<file path="src/rtl/ttlc_pkg.sv">
// Shared types, command and status codes, and reset values for the TTL cache tag table.
package ttlc_pkg;

    // Default table depth and configuration reset values
    localparam int unsigned ENTRIES_DEF  = 16;
    localparam logic [31:0] TTL_RESET    = 32'd60;
    localparam logic [23:0] MAXLEN_RESET = 24'd1048576;

    // Command codes
    localparam logic [1:0] CMD_LOOKUP = 2'd0;
    localparam logic [1:0] CMD_SAVE   = 2'd1;
    localparam logic [1:0] CMD_CLEAR  = 2'd2;
    localparam logic [1:0] CMD_TICK   = 2'd3;

    // Result status codes
    localparam logic [2:0] ST_MISS            = 3'd0;
    localparam logic [2:0] ST_HIT             = 3'd1;
    localparam logic [2:0] ST_STORED_EMPTY    = 3'd2;
    localparam logic [2:0] ST_STORED_REPLACED = 3'd3;
    localparam logic [2:0] ST_TOO_LARGE       = 3'd4;
    localparam logic [2:0] ST_DONE            = 3'd5;

    // Configuration register indexes
    localparam logic CFG_TTL    = 1'b0;
    localparam logic CFG_MAXLEN = 1'b1;

    // Command beat
    typedef struct packed {
        logic [1:0]  cmd;
        logic [63:0] key_tag;
        logic [31:0] response_handle;
        logic [23:0] response_length;
    } req_t;

    // Result beat
    typedef struct packed {
        logic [2:0]  status;
        logic [3:0]  slot;
        logic [31:0] hit_handle;
        logic [23:0] hit_length;
        logic        evicted_valid;
        logic [31:0] evicted_handle;
    } rsp_t;

    // One stored table entry
    typedef struct packed {
        logic [63:0] tag;
        logic [31:0] handle;
        logic [23:0] length;
        logic [31:0] saved_at;
    } entry_t;

    // Flags from the shared compare unit
    typedef struct packed {
        logic expired;
        logic tag_eq;
        logic older;
    } cmp_t;

endpackage

</file>
<file path="src/rtl/ttlc_entry_mem.sv">
// Entry storage: one write port, one registered read port.
module ttlc_entry_mem #(
    parameter int unsigned ENTRIES = ttlc_pkg::ENTRIES_DEF,
    parameter int unsigned IDX_W   = 4
) (
    input  logic                 clk,
    input  logic                 we,
    input  logic [IDX_W-1:0]     waddr,
    input  ttlc_pkg::entry_t     wdata,
    input  logic [IDX_W-1:0]     raddr,
    output ttlc_pkg::entry_t     rdata
);

    ttlc_pkg::entry_t mem [ENTRIES];
    ttlc_pkg::entry_t rdata_reg;

    // Write one entry
    always_ff @(posedge clk)
    begin
        if (we)
        begin
            mem[waddr] <= wdata;
        end
    end

    // Read one entry per cycle
    always_ff @(posedge clk)
    begin
        rdata_reg <= mem[raddr];
    end

    assign rdata = rdata_reg;

endmodule

</file>
<file path="src/rtl/ttlc_cmp_unit.sv">
// Shared compare unit: entry age against TTL, tag match, and saved-time ordering.
module ttlc_cmp_unit (
    input  logic [31:0]      now_sec,
    input  logic [31:0]      ttl,
    input  logic [63:0]      key_tag,
    input  logic [31:0]      best_saved,
    input  ttlc_pkg::entry_t ent,
    output ttlc_pkg::cmp_t   res
);

    logic [31:0] age;

    // Age wraps modulo 2^32, although the seconds counter itself saturates
    assign age         = now_sec - ent.saved_at;
    assign res.expired = (age > ttl);
    assign res.tag_eq  = (ent.tag == key_tag);
    assign res.older   = (ent.saved_at < best_saved);

endmodule

</file>
<file path="src/rtl/ttl_cache_tag_table_core.sv">
// Top level: command sequencer, valid bits, seconds counter and configuration registers.
//
// TTL cache tag table. A command beat is taken when start is high and busy is low;
// exactly one result beat follows, shown on rsp for one cycle with done high, and the
// receiver cannot hold it off. Clear, tick and an oversize save are handled in the idle
// state and their result appears in the next cycle. Lookup and save walk the table one
// entry per cycle through the single read port of the entry memory: a lookup ends early
// on a hit, a save on a free slot, and a save that replaces scans every entry before its
// write. Configuration writes are always ready and should be issued only while busy is
// low and no result is pending.
module ttl_cache_tag_table_core #(
    parameter int unsigned ENTRIES = ttlc_pkg::ENTRIES_DEF
) (
    input  logic           clk,
    input  logic           rst_n,
    input  logic           start,
    output logic           busy,
    input  ttlc_pkg::req_t req,
    output logic           done,
    output ttlc_pkg::rsp_t rsp,
    input  logic           cfg_valid,
    output logic           cfg_ready,
    input  logic           cfg_index,
    input  logic [31:0]    cfg_data
);

    localparam int unsigned      IDX_W    = (ENTRIES > 1) ? $clog2(ENTRIES) : 1;
    localparam logic [IDX_W-1:0] LAST_IDX = IDX_W'(ENTRIES - 1);

    localparam logic [1:0] S_IDLE  = 2'd0;
    localparam logic [1:0] S_SCAN  = 2'd1;
    localparam logic [1:0] S_WRITE = 2'd2;

    logic [1:0]         state_reg, state_next;
    ttlc_pkg::req_t     req_reg, req_next;
    ttlc_pkg::rsp_t     rsp_reg, rsp_next;
    logic               done_reg, done_next;
    logic [ENTRIES-1:0] valid_reg, valid_next;
    logic [31:0]        now_reg, now_next;
    logic [31:0]        ttl_reg;
    logic [23:0]        maxlen_reg;
    logic [IDX_W-1:0]   issue_idx_reg, issue_idx_next;
    logic               issue_done_reg, issue_done_next;
    logic               cmp_live_reg, cmp_live_next;
    logic [IDX_W-1:0]   cmp_idx_reg, cmp_idx_next;
    logic [IDX_W-1:0]   best_idx_reg, best_idx_next;
    logic [31:0]        best_saved_reg, best_saved_next;
    logic [31:0]        best_handle_reg, best_handle_next;
    logic               found_reg, found_next;
    logic [IDX_W-1:0]   wr_idx_reg, wr_idx_next;

    ttlc_pkg::entry_t   rd_ent;
    ttlc_pkg::entry_t   wr_ent;
    ttlc_pkg::cmp_t     cmp_res;
    logic               mem_we;
    logic               take_best;
    logic [IDX_W+3:0]   cmp_idx_ext;
    logic [IDX_W+3:0]   wr_idx_ext;

    assign cmp_idx_ext = {4'b0000, cmp_idx_reg};
    assign wr_idx_ext  = {4'b0000, wr_idx_reg};

    // Entry storage, read at the issue pointer every cycle
    ttlc_entry_mem #(
        .ENTRIES (ENTRIES),
        .IDX_W   (IDX_W)
    ) u_mem (
        .clk   (clk),
        .we    (mem_we),
        .waddr (wr_idx_reg),
        .wdata (wr_ent),
        .raddr (issue_idx_reg),
        .rdata (rd_ent)
    );

    // Shared compare on the entry that just came out of memory
    ttlc_cmp_unit u_cmp (
        .now_sec    (now_reg),
        .ttl        (ttl_reg),
        .key_tag    (req_reg.key_tag),
        .best_saved (best_saved_reg),
        .ent        (rd_ent),
        .res        (cmp_res)
    );

    assign wr_ent.tag      = req_reg.key_tag;
    assign wr_ent.handle   = req_reg.response_handle;
    assign wr_ent.length   = req_reg.response_length;
    assign wr_ent.saved_at = now_reg;

    assign take_best = (cmp_idx_reg == '0) || cmp_res.older;

    // Sequencer
    always_comb
    begin
        state_next       = state_reg;
        req_next         = req_reg;
        rsp_next         = rsp_reg;
        done_next        = 1'b0;
        valid_next       = valid_reg;
        now_next         = now_reg;
        issue_idx_next   = issue_idx_reg;
        issue_done_next  = issue_done_reg;
        cmp_live_next    = 1'b0;
        cmp_idx_next     = cmp_idx_reg;
        best_idx_next    = best_idx_reg;
        best_saved_next  = best_saved_reg;
        best_handle_next = best_handle_reg;
        found_next       = found_reg;
        wr_idx_next      = wr_idx_reg;
        mem_we           = 1'b0;

        case (state_reg)
            S_IDLE:
            begin
                if (start)
                begin
                    req_next        = req;
                    rsp_next        = '0;
                    issue_idx_next  = '0;
                    issue_done_next = 1'b0;
                    best_idx_next   = '0;
                    found_next      = 1'b0;
                    case (req.cmd)
                        ttlc_pkg::CMD_LOOKUP:
                        begin
                            state_next = S_SCAN;
                        end
                        ttlc_pkg::CMD_SAVE:
                        begin
                            if (req.response_length > maxlen_reg)
                            begin
                                rsp_next.status = ttlc_pkg::ST_TOO_LARGE;
                                done_next       = 1'b1;
                            end
                            else
                            begin
                                state_next = S_SCAN;
                            end
                        end
                        ttlc_pkg::CMD_CLEAR:
                        begin
                            valid_next      = '0;
                            rsp_next.status = ttlc_pkg::ST_DONE;
                            done_next       = 1'b1;
                        end
                        default:
                        begin
                            // tick: saturate the seconds counter
                            if (now_reg != 32'hFFFF_FFFF)
                            begin
                                now_next = now_reg + 32'd1;
                            end
                            rsp_next.status = ttlc_pkg::ST_DONE;
                            done_next       = 1'b1;
                        end
                    endcase
                end
            end

            S_SCAN:
            begin
                // Advance the read pointer
                cmp_live_next = !issue_done_reg;
                cmp_idx_next  = issue_idx_reg;
                if (!issue_done_reg)
                begin
                    if (issue_idx_reg == LAST_IDX)
                    begin
                        issue_done_next = 1'b1;
                    end
                    else
                    begin
                        issue_idx_next = issue_idx_reg + IDX_W'(1);
                    end
                end

                // Check the entry read last cycle
                if (cmp_live_reg)
                begin
                    if (req_reg.cmd == ttlc_pkg::CMD_LOOKUP)
                    begin
                        if (valid_reg[cmp_idx_reg] && cmp_res.expired)
                        begin
                            valid_next[cmp_idx_reg] = 1'b0;
                        end
                        if (valid_reg[cmp_idx_reg] && !cmp_res.expired && cmp_res.tag_eq)
                        begin
                            rsp_next.status     = ttlc_pkg::ST_HIT;
                            rsp_next.slot       = cmp_idx_ext[3:0];
                            rsp_next.hit_handle = rd_ent.handle;
                            rsp_next.hit_length = rd_ent.length;
                            done_next           = 1'b1;
                            state_next          = S_IDLE;
                        end
                        else if (cmp_idx_reg == LAST_IDX)
                        begin
                            rsp_next.status = ttlc_pkg::ST_MISS;
                            done_next       = 1'b1;
                            state_next      = S_IDLE;
                        end
                    end
                    else
                    begin
                        if (!valid_reg[cmp_idx_reg])
                        begin
                            // Free slot: take it
                            found_next  = 1'b1;
                            wr_idx_next = cmp_idx_reg;
                            state_next  = S_WRITE;
                        end
                        else
                        begin
                            // Track the oldest slot, lowest index on ties
                            if (take_best)
                            begin
                                best_idx_next    = cmp_idx_reg;
                                best_saved_next  = rd_ent.saved_at;
                                best_handle_next = rd_ent.handle;
                            end
                            if (cmp_idx_reg == LAST_IDX)
                            begin
                                wr_idx_next = take_best ? cmp_idx_reg : best_idx_reg;
                                state_next  = S_WRITE;
                            end
                        end
                    end
                end
            end

            S_WRITE:
            begin
                mem_we                 = 1'b1;
                valid_next[wr_idx_reg] = 1'b1;
                rsp_next.status        = found_reg ? ttlc_pkg::ST_STORED_EMPTY
                                                   : ttlc_pkg::ST_STORED_REPLACED;
                rsp_next.slot           = wr_idx_ext[3:0];
                rsp_next.evicted_valid  = !found_reg;
                rsp_next.evicted_handle = found_reg ? 32'd0 : best_handle_reg;
                done_next               = 1'b1;
                state_next              = S_IDLE;
            end

            default:
            begin
                state_next = S_IDLE;
            end
        endcase
    end

    // Control state
    always_ff @(posedge clk or negedge rst_n)
    begin
        if (!rst_n)
        begin
            state_reg      <= S_IDLE;
            done_reg       <= 1'b0;
            valid_reg      <= '0;
            now_reg        <= '0;
            issue_idx_reg  <= '0;
            issue_done_reg <= 1'b0;
            cmp_live_reg   <= 1'b0;
            found_reg      <= 1'b0;
        end
        else
        begin
            state_reg      <= state_next;
            done_reg       <= done_next;
            valid_reg      <= valid_next;
            now_reg        <= now_next;
            issue_idx_reg  <= issue_idx_next;
            issue_done_reg <= issue_done_next;
            cmp_live_reg   <= cmp_live_next;
            found_reg      <= found_next;
        end
    end

    // Payload and scan bookkeeping
    always_ff @(posedge clk)
    begin
        req_reg         <= req_next;
        rsp_reg         <= rsp_next;
        cmp_idx_reg     <= cmp_idx_next;
        best_idx_reg    <= best_idx_next;
        best_saved_reg  <= best_saved_next;
        best_handle_reg <= best_handle_next;
        wr_idx_reg      <= wr_idx_next;
    end

    // Configuration registers
    always_ff @(posedge clk or negedge rst_n)
    begin
        if (!rst_n)
        begin
            ttl_reg    <= ttlc_pkg::TTL_RESET;
            maxlen_reg <= ttlc_pkg::MAXLEN_RESET;
        end
        else if (cfg_valid && cfg_ready)
        begin
            case (cfg_index)
                ttlc_pkg::CFG_TTL:    ttl_reg    <= cfg_data;
                ttlc_pkg::CFG_MAXLEN: maxlen_reg <= cfg_data[23:0];
                default:              ttl_reg    <= ttl_reg;
            endcase
        end
    end

    assign cfg_ready = 1'b1;
    assign busy      = (state_reg != S_IDLE);
    assign done      = done_reg;
    assign rsp       = rsp_reg;

endmodule

</file>
<file path="config.mk">
export PLATFORM = sky130hd
export DESIGN_NAME = ttl_cache_tag_table_core
export DESIGN_NICKNAME = d
export VERILOG_FILES = /design/src/rtl/ttlc_pkg.sv /design/src/rtl/ttlc_entry_mem.sv /design/src/rtl/ttlc_cmp_unit.sv /design/src/rtl/ttl_cache_tag_table_core.sv
export SDC_FILE = /design/constraint.sdc
export NUM_CORES = 2
export LEC_CHECK = 0
export BUFFER_PORTS_ARGS = -buffer_cell sky130_fd_sc_hd__buf_2
export CELL_PAD_IN_SITES_DETAIL_PLACEMENT = 0
export CELL_PAD_IN_SITES_GLOBAL_PLACEMENT = 2
export CORE_ASPECT_RATIO = 0.75
export CORE_UTILIZATION = 44
export DETAILED_ROUTE_END_ITERATION = 6
export PLACE_DENSITY_LB_ADDON = 0.1
export SETUP_SLACK_MARGIN = 0.3
export SLEW_MARGIN = 20
export SYNTH_ARGS = -nofsm -noshare
export SYNTH_HDL_FRONTEND = slang
export SYNTH_SLANG_ARGS = --single-unit
</file>
<file path="constraint.sdc">
create_clock -name clk -period 8.8 [get_ports clk]
set_input_delay 0.44 -clock clk [delete_from_list [all_inputs] [get_ports clk]]
set_output_delay 0.44 -clock clk [all_outputs]
set_load 0.01 [all_outputs]
</file>
Yosys cells after proc, flatten, opt, wreduce, memory -nomap -nowiden

Memories as Yosys holds them, arrays and structs flattened. A register that Yosys moved wholly into a read port is not among the register bits.
Index checks and enable logic that the tools add are counted.

Flip-flop bits (word level): 408
RAM bits: 2432
Input bits: 159
Output and inout port bits: 99
Logic and storage cells: 167
Memories: 1

Add/subtract/negate cells: 3
Magnitude comparators: 7
Equality and inequality tests: 25
Multiplexer cells: 66
Bitwise logic cells: 6
Reductions and logical operators: 34

Memories:

| name      | depth | width | read ports | clocked after memory_dff | wr ports | RTL line             | RTL |
|---|---|---|---|---|---|---|---|
| u_mem.mem | 16    | 152   | 1          | 1                        | 1        | ttlc_entry_mem.sv:14 | `ttlc_pkg::entry_t mem [ENTRIES];` |

Operator list:

| kind                                           | count |
|---|---|
| 2-to-1 mux 63 bit                              | 2 |
| case mux 56 bit (2 select lines)               | 1 |
| 2-to-1 mux 96 bit                              | 1 |
| 2-to-1 mux 16 bit                              | 5 |
| case mux 33 bit (2 select lines)               | 1 |
| == test 64 bit                                 | 1 |
| 2-to-1 mux 60 bit                              | 1 |
| case mux 16 bit (3 select lines)               | 1 |
| 2-to-1 mux 4 bit                               | 9 |
| adder 32 x 1 -> 32 bit (second input constant) | 1 |
| > comparator 32 bit                            | 1 |
| less-than comparator 32 bit                    | 1 |
| 2-to-1 mux 32 bit                              | 1 |
| != test 32 bit (second input constant)         | 1 |
| subtractor 32 bit                              | 1 |
| AND reduction 5 bit                            | 6 |
| > comparator 24 bit                            | 1 |
| case mux 7 bit (3 select lines)                | 1 |
| 2-to-1 mux 1 bit                               | 20 |
| != test 2 bit (second input constant)          | 10 |
| AND 16 bit                                     | 1 |
| 2-to-1 mux 2 bit                               | 8 |
| inverter 16 bit                                | 1 |
| bitwise OR 16 bit                              | 1 |
| other kinds (30)                               | 64 |

Longest topological paths before layout

Depth in word-level cells: 10
Depth in mapped cells: 22
Mapped depth without buffers: 21

Modules after synthesis

Synthesis repeated with hierarchy kept, for this count alone.

Cells, all modules: 5519
Area, all modules: 114138.2 sq um

Modules (own cells, without submodules):

| module                   | instances | cells each | area an instance (sq um) | seq. area each (sq um) |
|---|---|---|---|---|
| ttlc_entry_mem           | 1         | 3972       | 94464.3                  | 76073.0 |
| ttl_cache_tag_table_core | 1         | 994        | 15646.3                  | 11687.5 |
| ttlc_cmp_unit            | 1         | 553        | 4027.6                   | 0.0 |

Least setup slack after synthesis

Ideal clock, no wire load.

Path kind: flip-flop to flip-flop
From: register state_reg[0]
To: memory u_mem.mem[0][0] (netlist bit) (enable)
Setup time: 0.666 ns
Arrival time: 7.791 ns
Required time: 8.134 ns
Path slack: 0.343 ns
Stages on the path, launching flop included: 7
Buffers on the path: 2
Period minus slack after synthesis: 8.457 ns
Path through: dfrtp_1 -> inv_1 -> ha_1 -> clkbuf_1 -> or3b_2 -> clkbuf_1 -> nor2_1

Cells in the longest elaborated chain, start to end: 4

RTL lines:

| element                                | RTL line                        | RTL |
|---|---|---|
| from (decl)                            | ttl_cache_tag_table_core.sv:34  | `logic [1:0] state_reg, state_next;` |
| from (signal assigned)                 | ttl_cache_tag_table_core.sv:267 | `state_reg <= state_next;` |
| == test 2 bit                          | ttl_cache_tag_table_core.sv:113 | `case (state_reg)` |
| 2-to-1 mux 1 bit                       | ttl_cache_tag_table_core.sv:113 |  |
| 2-to-1 mux 1 bit                       | ttlc_entry_mem.sv:20            | `if (we)` |
| 2-to-1 mux 1 bit (implied by the code) | ttlc_entry_mem.sv:22            | `mem[waddr] <= wdata;` |
| to (decl)                              | ttlc_entry_mem.sv:14            |  |

No other way between the ends.

Final worst setup path

From: register now_reg[12]
To: register rsp_reg (netlist bit rsp[86]) (enable)

Cells in the longest elaborated chain, start to end: 7

RTL lines:

| element                              | RTL line                        | RTL |
|---|---|---|
| from (decl)                          | ttl_cache_tag_table_core.sv:39  | `logic [31:0] now_reg, now_next;` |
| from (signal assigned)               | ttl_cache_tag_table_core.sv:270 | `now_reg <= now_next;` |
| subtractor 32 bit                    | ttlc_cmp_unit.sv:14             | `assign age = now_sec - ent.saved_at;` |
| > comparator 32 bit                  | ttlc_cmp_unit.sv:15             | `assign res.expired = (age > ttl);` |
| zero test 1 bit                      | ttl_cache_tag_table_core.sv:187 | `if (valid_reg[cmp_idx_reg] && !cmp_res.expired && cmp_res.tag_eq)` |
| logical AND 1 bit (2 in series)      | ttl_cache_tag_table_core.sv:187 |  |
| != test 2 bit (no source line)       | -                               |  |
| AND reduction 5 bit (no source line) | -                               |  |
| to (signal assigned)                 | ttl_cache_tag_table_core.sv:282 | `rsp_reg <= rsp_next;` |
| to (decl)                            | ttl_cache_tag_table_core.sv:36  | `ttlc_pkg::rsp_t rsp_reg, rsp_next;` |

No other way between the ends.
A chain may end at the register's enable or synchronous reset.

==> run summary <==
========================================================================================
Yosys cell types ..........................................................           77
TritonCTS clock tree ......................................................         done
Number of antenna violations at the first check in global routing .........           22
Worst Setup Start Kind ....................................................    flip-flop
Worst R2R Start ........................................................... now_reg[12]$_DFFE_PN0P_
Post-route worst hold slack ...............................................     246.0 ps
Cell count of the worst reg-to-reg path ...................................           19
Required time reported for the critical path endpoint .....................      9340 ps
Post-synth top flop .......................................................     edfxtp_1
Count of antenna-violating nets left after detailed routing ...............            0
Sequential cell area fraction in the yosys report .........................       76.31%
Initial core utilization ..................................................       44.26%
Clock power frac ..........................................................        34.2%
Die area .................................................................. 0.2634 sq mm
GRT overflow ..............................................................            0
Yosys warning total .......................................................            0
Reg-to-Reg End ............................................................ rsp[86]$_SDFFCE_PN0P_
Die X ..................................................................... 592.3 microns
Post-layout nets ..........................................................         7023
Vias in the first global route ............................................       58.91k
Detailed-routing wirelength on met1 ....................................... 142300 microns
Post-synthesis area per instance ..........................................  18.53 sq um
Vias per cell .............................................................        5.668
Tmin final ................................................................      7314 ps
Minimum setup slack among reg-to-reg paths ................................      1490 ps
Count of final setup violators ............................................            0
Synth cell count leaders .................................................. 2726 x edfxtp_1, 457 x mux2i_1, 371 x o21ai_0, 312 x mux4_2, 241 x nand2_1
Net count of the mapped netlist ...........................................         6492
Fraction of final layout cells sized beyond drive strength 1 ..............       19.02%
Max Used Layer ............................................................         met4
Period utilization ........................................................       83.11%
Total number of placement rows ............................................          162
Slew at the pin closest to its max-slew limit .............................      1096 ps
CTS-repair resized insts ..................................................            0
Kind of end point of the critical path ....................................    flip-flop
CP arrival ................................................................      7860 ps
Combinational cell fraction of total power ................................        17.3%
Clock H-tree levels .......................................................            5
CTS Root Buffer Type ......................................................    clkbuf_16
Result of the run ......................................................... finished with violations
Met3 layer wire length in the routed design ............................... 15200 microns
Count leader, synth .......................................................     edfxtp_1
Area delta synth->final ...................................................       14.84%
Chip height ............................................................... 444.8 microns
DRC violation count after routing .........................................            2
Number of placed I/O pins .................................................          258
First-pass GRT wire length ................................................ 431400 microns
Leak Pwr ..................................................................     44.44 nW
PD cells .................................................................. 281.6 mW/mm^2
Unrepaired setup endpoints after global routing ...........................           no
Part of the total power dissipated in sequential elements .................        48.5%
Mapped Cells ..............................................................         6208
Number of clock buffers inserted by TritonCTS .............................          304
Number of port buffers ....................................................          256
Number of hold-repair buffers added at the cts stage ......................          156
Max reg flops .............................................................         2432
Max-cap violations ........................................................            0
Min setup slack post-route ................................................      1486 ps
Total wire length ......................................................... 301800 microns
Library cell occupying the most area in the post-synthesis netlist ........     edfxtp_1
Area of the mapped netlist ................................................ 0.1150 sq mm
Maximum resistive drop on vdd .............................................     181.8 uV
Switching Share ...........................................................       27.07%
Area of the core .......................................................... 0.2599 sq mm
Area share of the largest cell type after synthesis .......................       71.18%
Async set-or-reset flop fraction in the synthesized netlist ...............       3.810%
Number of clock sinks .....................................................         2992
Worst-case headroom to the max-slew limit .................................       26.77%
Wire length on met2 ....................................................... 138200 microns
Total half-perimeter wirelength after legalization and detailed placement . 153300 microns
Path category of the worst min-delay check ................................     in2async
First-pass iteration count of the detailed router .........................            7
Critical-path maximum fanout ..............................................           31
Maximum number of pins on one net before global-route repair ..............          120
Post-Route Skew ...........................................................     73.57 ps
Via count .................................................................       59.08k
Clock slew at reported path FFs ...........................................        60 ps
Int Pwr ...................................................................     27.13 mW
Slew Viols, Final .........................................................            0
Top cells by area in the synthesized netlist .............................. edfxtp_1 71%, mux4_2 6.1%, mux2i_1 4.0%
Setup TNS Final ...........................................................         0 ps
Critical setup path kind ..................................................      reg2reg
Worst setup path startpoint ............................................... now_reg[12]$_DFFE_PN0P_
Synthesized flop and latch total ..........................................         2992
Combined global-route utilization of all metal layers .....................       22.77%
Routability Congestion ....................................................       0.7863
Violated checks ........................................................... design-rule violations
Iteration-0 DRC Markers ...................................................         5424
Worst setup slack before clock tree synthesis .............................      1482 ps
Wire length per cell ...................................................... 28.95 microns
Post-CTS Setup Repair Bufs ................................................            0
Number of enable flip-flop cells after synthesis ..........................         2726
Number of buffers on the longest clock path ...............................            4
Net switching power of the design .........................................     10.07 mW
Clock insertion delay at the later pin of the skew report .................       880 ps
Achievable frequency ......................................................    136.7 MHz
Total count of hold-check failures in the final report ....................            0
========================================================================================
==> routing by layer <==
| layer | global-route usage [%] | vias up |
|---|---|---|
| li1 | - | 25920 |
| met1 | 34.54 | 31230 |
| met2 | 35.16 | 1554 |
| met3 | 3.039 | 384 |
| met4 | 4.955 | 0 |
| met5 | 0 | - |
==> power groups by stage <==
| stage | sequential [mW] | clock [mW] | combinational (mW) |
|---|---|---|---|
| finish | 18.1 | 12.7 | 6.43 |
| CTS | 18.1 | 13.0 | 6.51 |
| floorplan | 18.1 | 0 | 4.26 |
| detailed placement | 18.4 | 0 | 6.43 |
| global route | 18.2 | 13.5 | 6.99 |
| global placement | 18.3 | 0 | 6.44 |
==> cells by family after synthesis <==
kind of cell               share of synthesized area [%]
DFF                                                76.31
AOI/OAI and AO/OA                                  5.740
muxes                                              11.84
and+or+nand+nor                                    2.297
buffers and inverters                              1.475
xor gates and xnor gates                          0.9672
adders and majority gates                          1.366
other                                           0.003261
==> through the flow <==
| step | instance area [sq um] | power [mW] | util [%] | cells |
|---|---|---|---|---|
| 4_1_cts | 132000 | 37.57 | 50.81 | 10420 |
| 6_report | 132100 | 37.19 | 50.83 | 10430 |
| 3_5_place_dp | 120800 | 24.78 | 46.50 | 9720 |
| 3_3_place_gp | 120800 | 24.73 | 46.49 | 9719 |
| 5_1_grt | 132100 | 38.70 | 50.82 | 10420 |
| 2_1_floorplan | 115000 | 22.35 | - | 6208 |
==> final cells by class <==
| class | instances | area (sq um) |
|---|---|---|
| fill | 21110 | 127800 |
| timing repair buffer | 523 | 4069 |
| clock inverter | 118 | 1235 |
| antenna | 5 | 12.51 |
| inverter | 137 | 521.8 |
| clock buffer | 425 | 8401 |
| multi-input combinational | 2781 | 25750 |
| sequential | 2992 | 87780 |
| tap | 3444 | 4309 |
==> worst max-delay path by stage <==
stage | cells after the start | end | slack (ps)
global placement | 19 | rsp[87]$_SDFFCE_PN0P_ | 1560
CTS | 19 | rsp[82]$_SDFFCE_PN0P_ | 1450
detailed placement | 19 | rsp[87]$_SDFFCE_PN0P_ | 1480
global route | 19 | rsp[81]$_SDFFCE_PN0P_ | 1040
floorplan | 6 | u_mem.mem[0][0]$_DFFE_PP_ | 340
finish | 19 | rsp[86]$_SDFFCE_PN0P_ | 1490
==> cell usage in the layout, fill, tap and decap left out, types with 36 or more instances in the layout <==
cell / n
mux2i_1: 457
a22oi_1: 152
xor2_1: 87
o21ai_0: 371
edfxtp_1: 2726
clkbuf_1: 95
dfrtp_1: 105
buf_4: 82
clkinv_2: 42
mux2_2: 179
xnor2_1: 40
clkbuf_16: 311
and2_1: 92
inv_1: 136
buf_2: 255
a221oi_1: 151
ha_1: 123
a21o_1: 36
mux4_2: 312
dlygate4sd3_1: 156
nor2_1: 39
dfxtp_1: 152
a21oi_1: 219
nand2_1: 239
==> critical path, cell delays in order (launching register included) <==
cell,delay (ps)
dfrtp_1,820
ha_1,380
a21o_1,250
a2111oi_0,560
o311ai_1,330
a2111oi_0,630
o31ai_1,250
a211oi_2,310
a21oi_1,120
xor2_1,160
ha_1,300
nand4_1,130
or2_2,340
nor3_1,320
nand3_1,140
o21a_1,250
nor3_1,540
nand3_1,220
a21oi_4,630
buf_12,280
(Power assumes the default switching activity.)
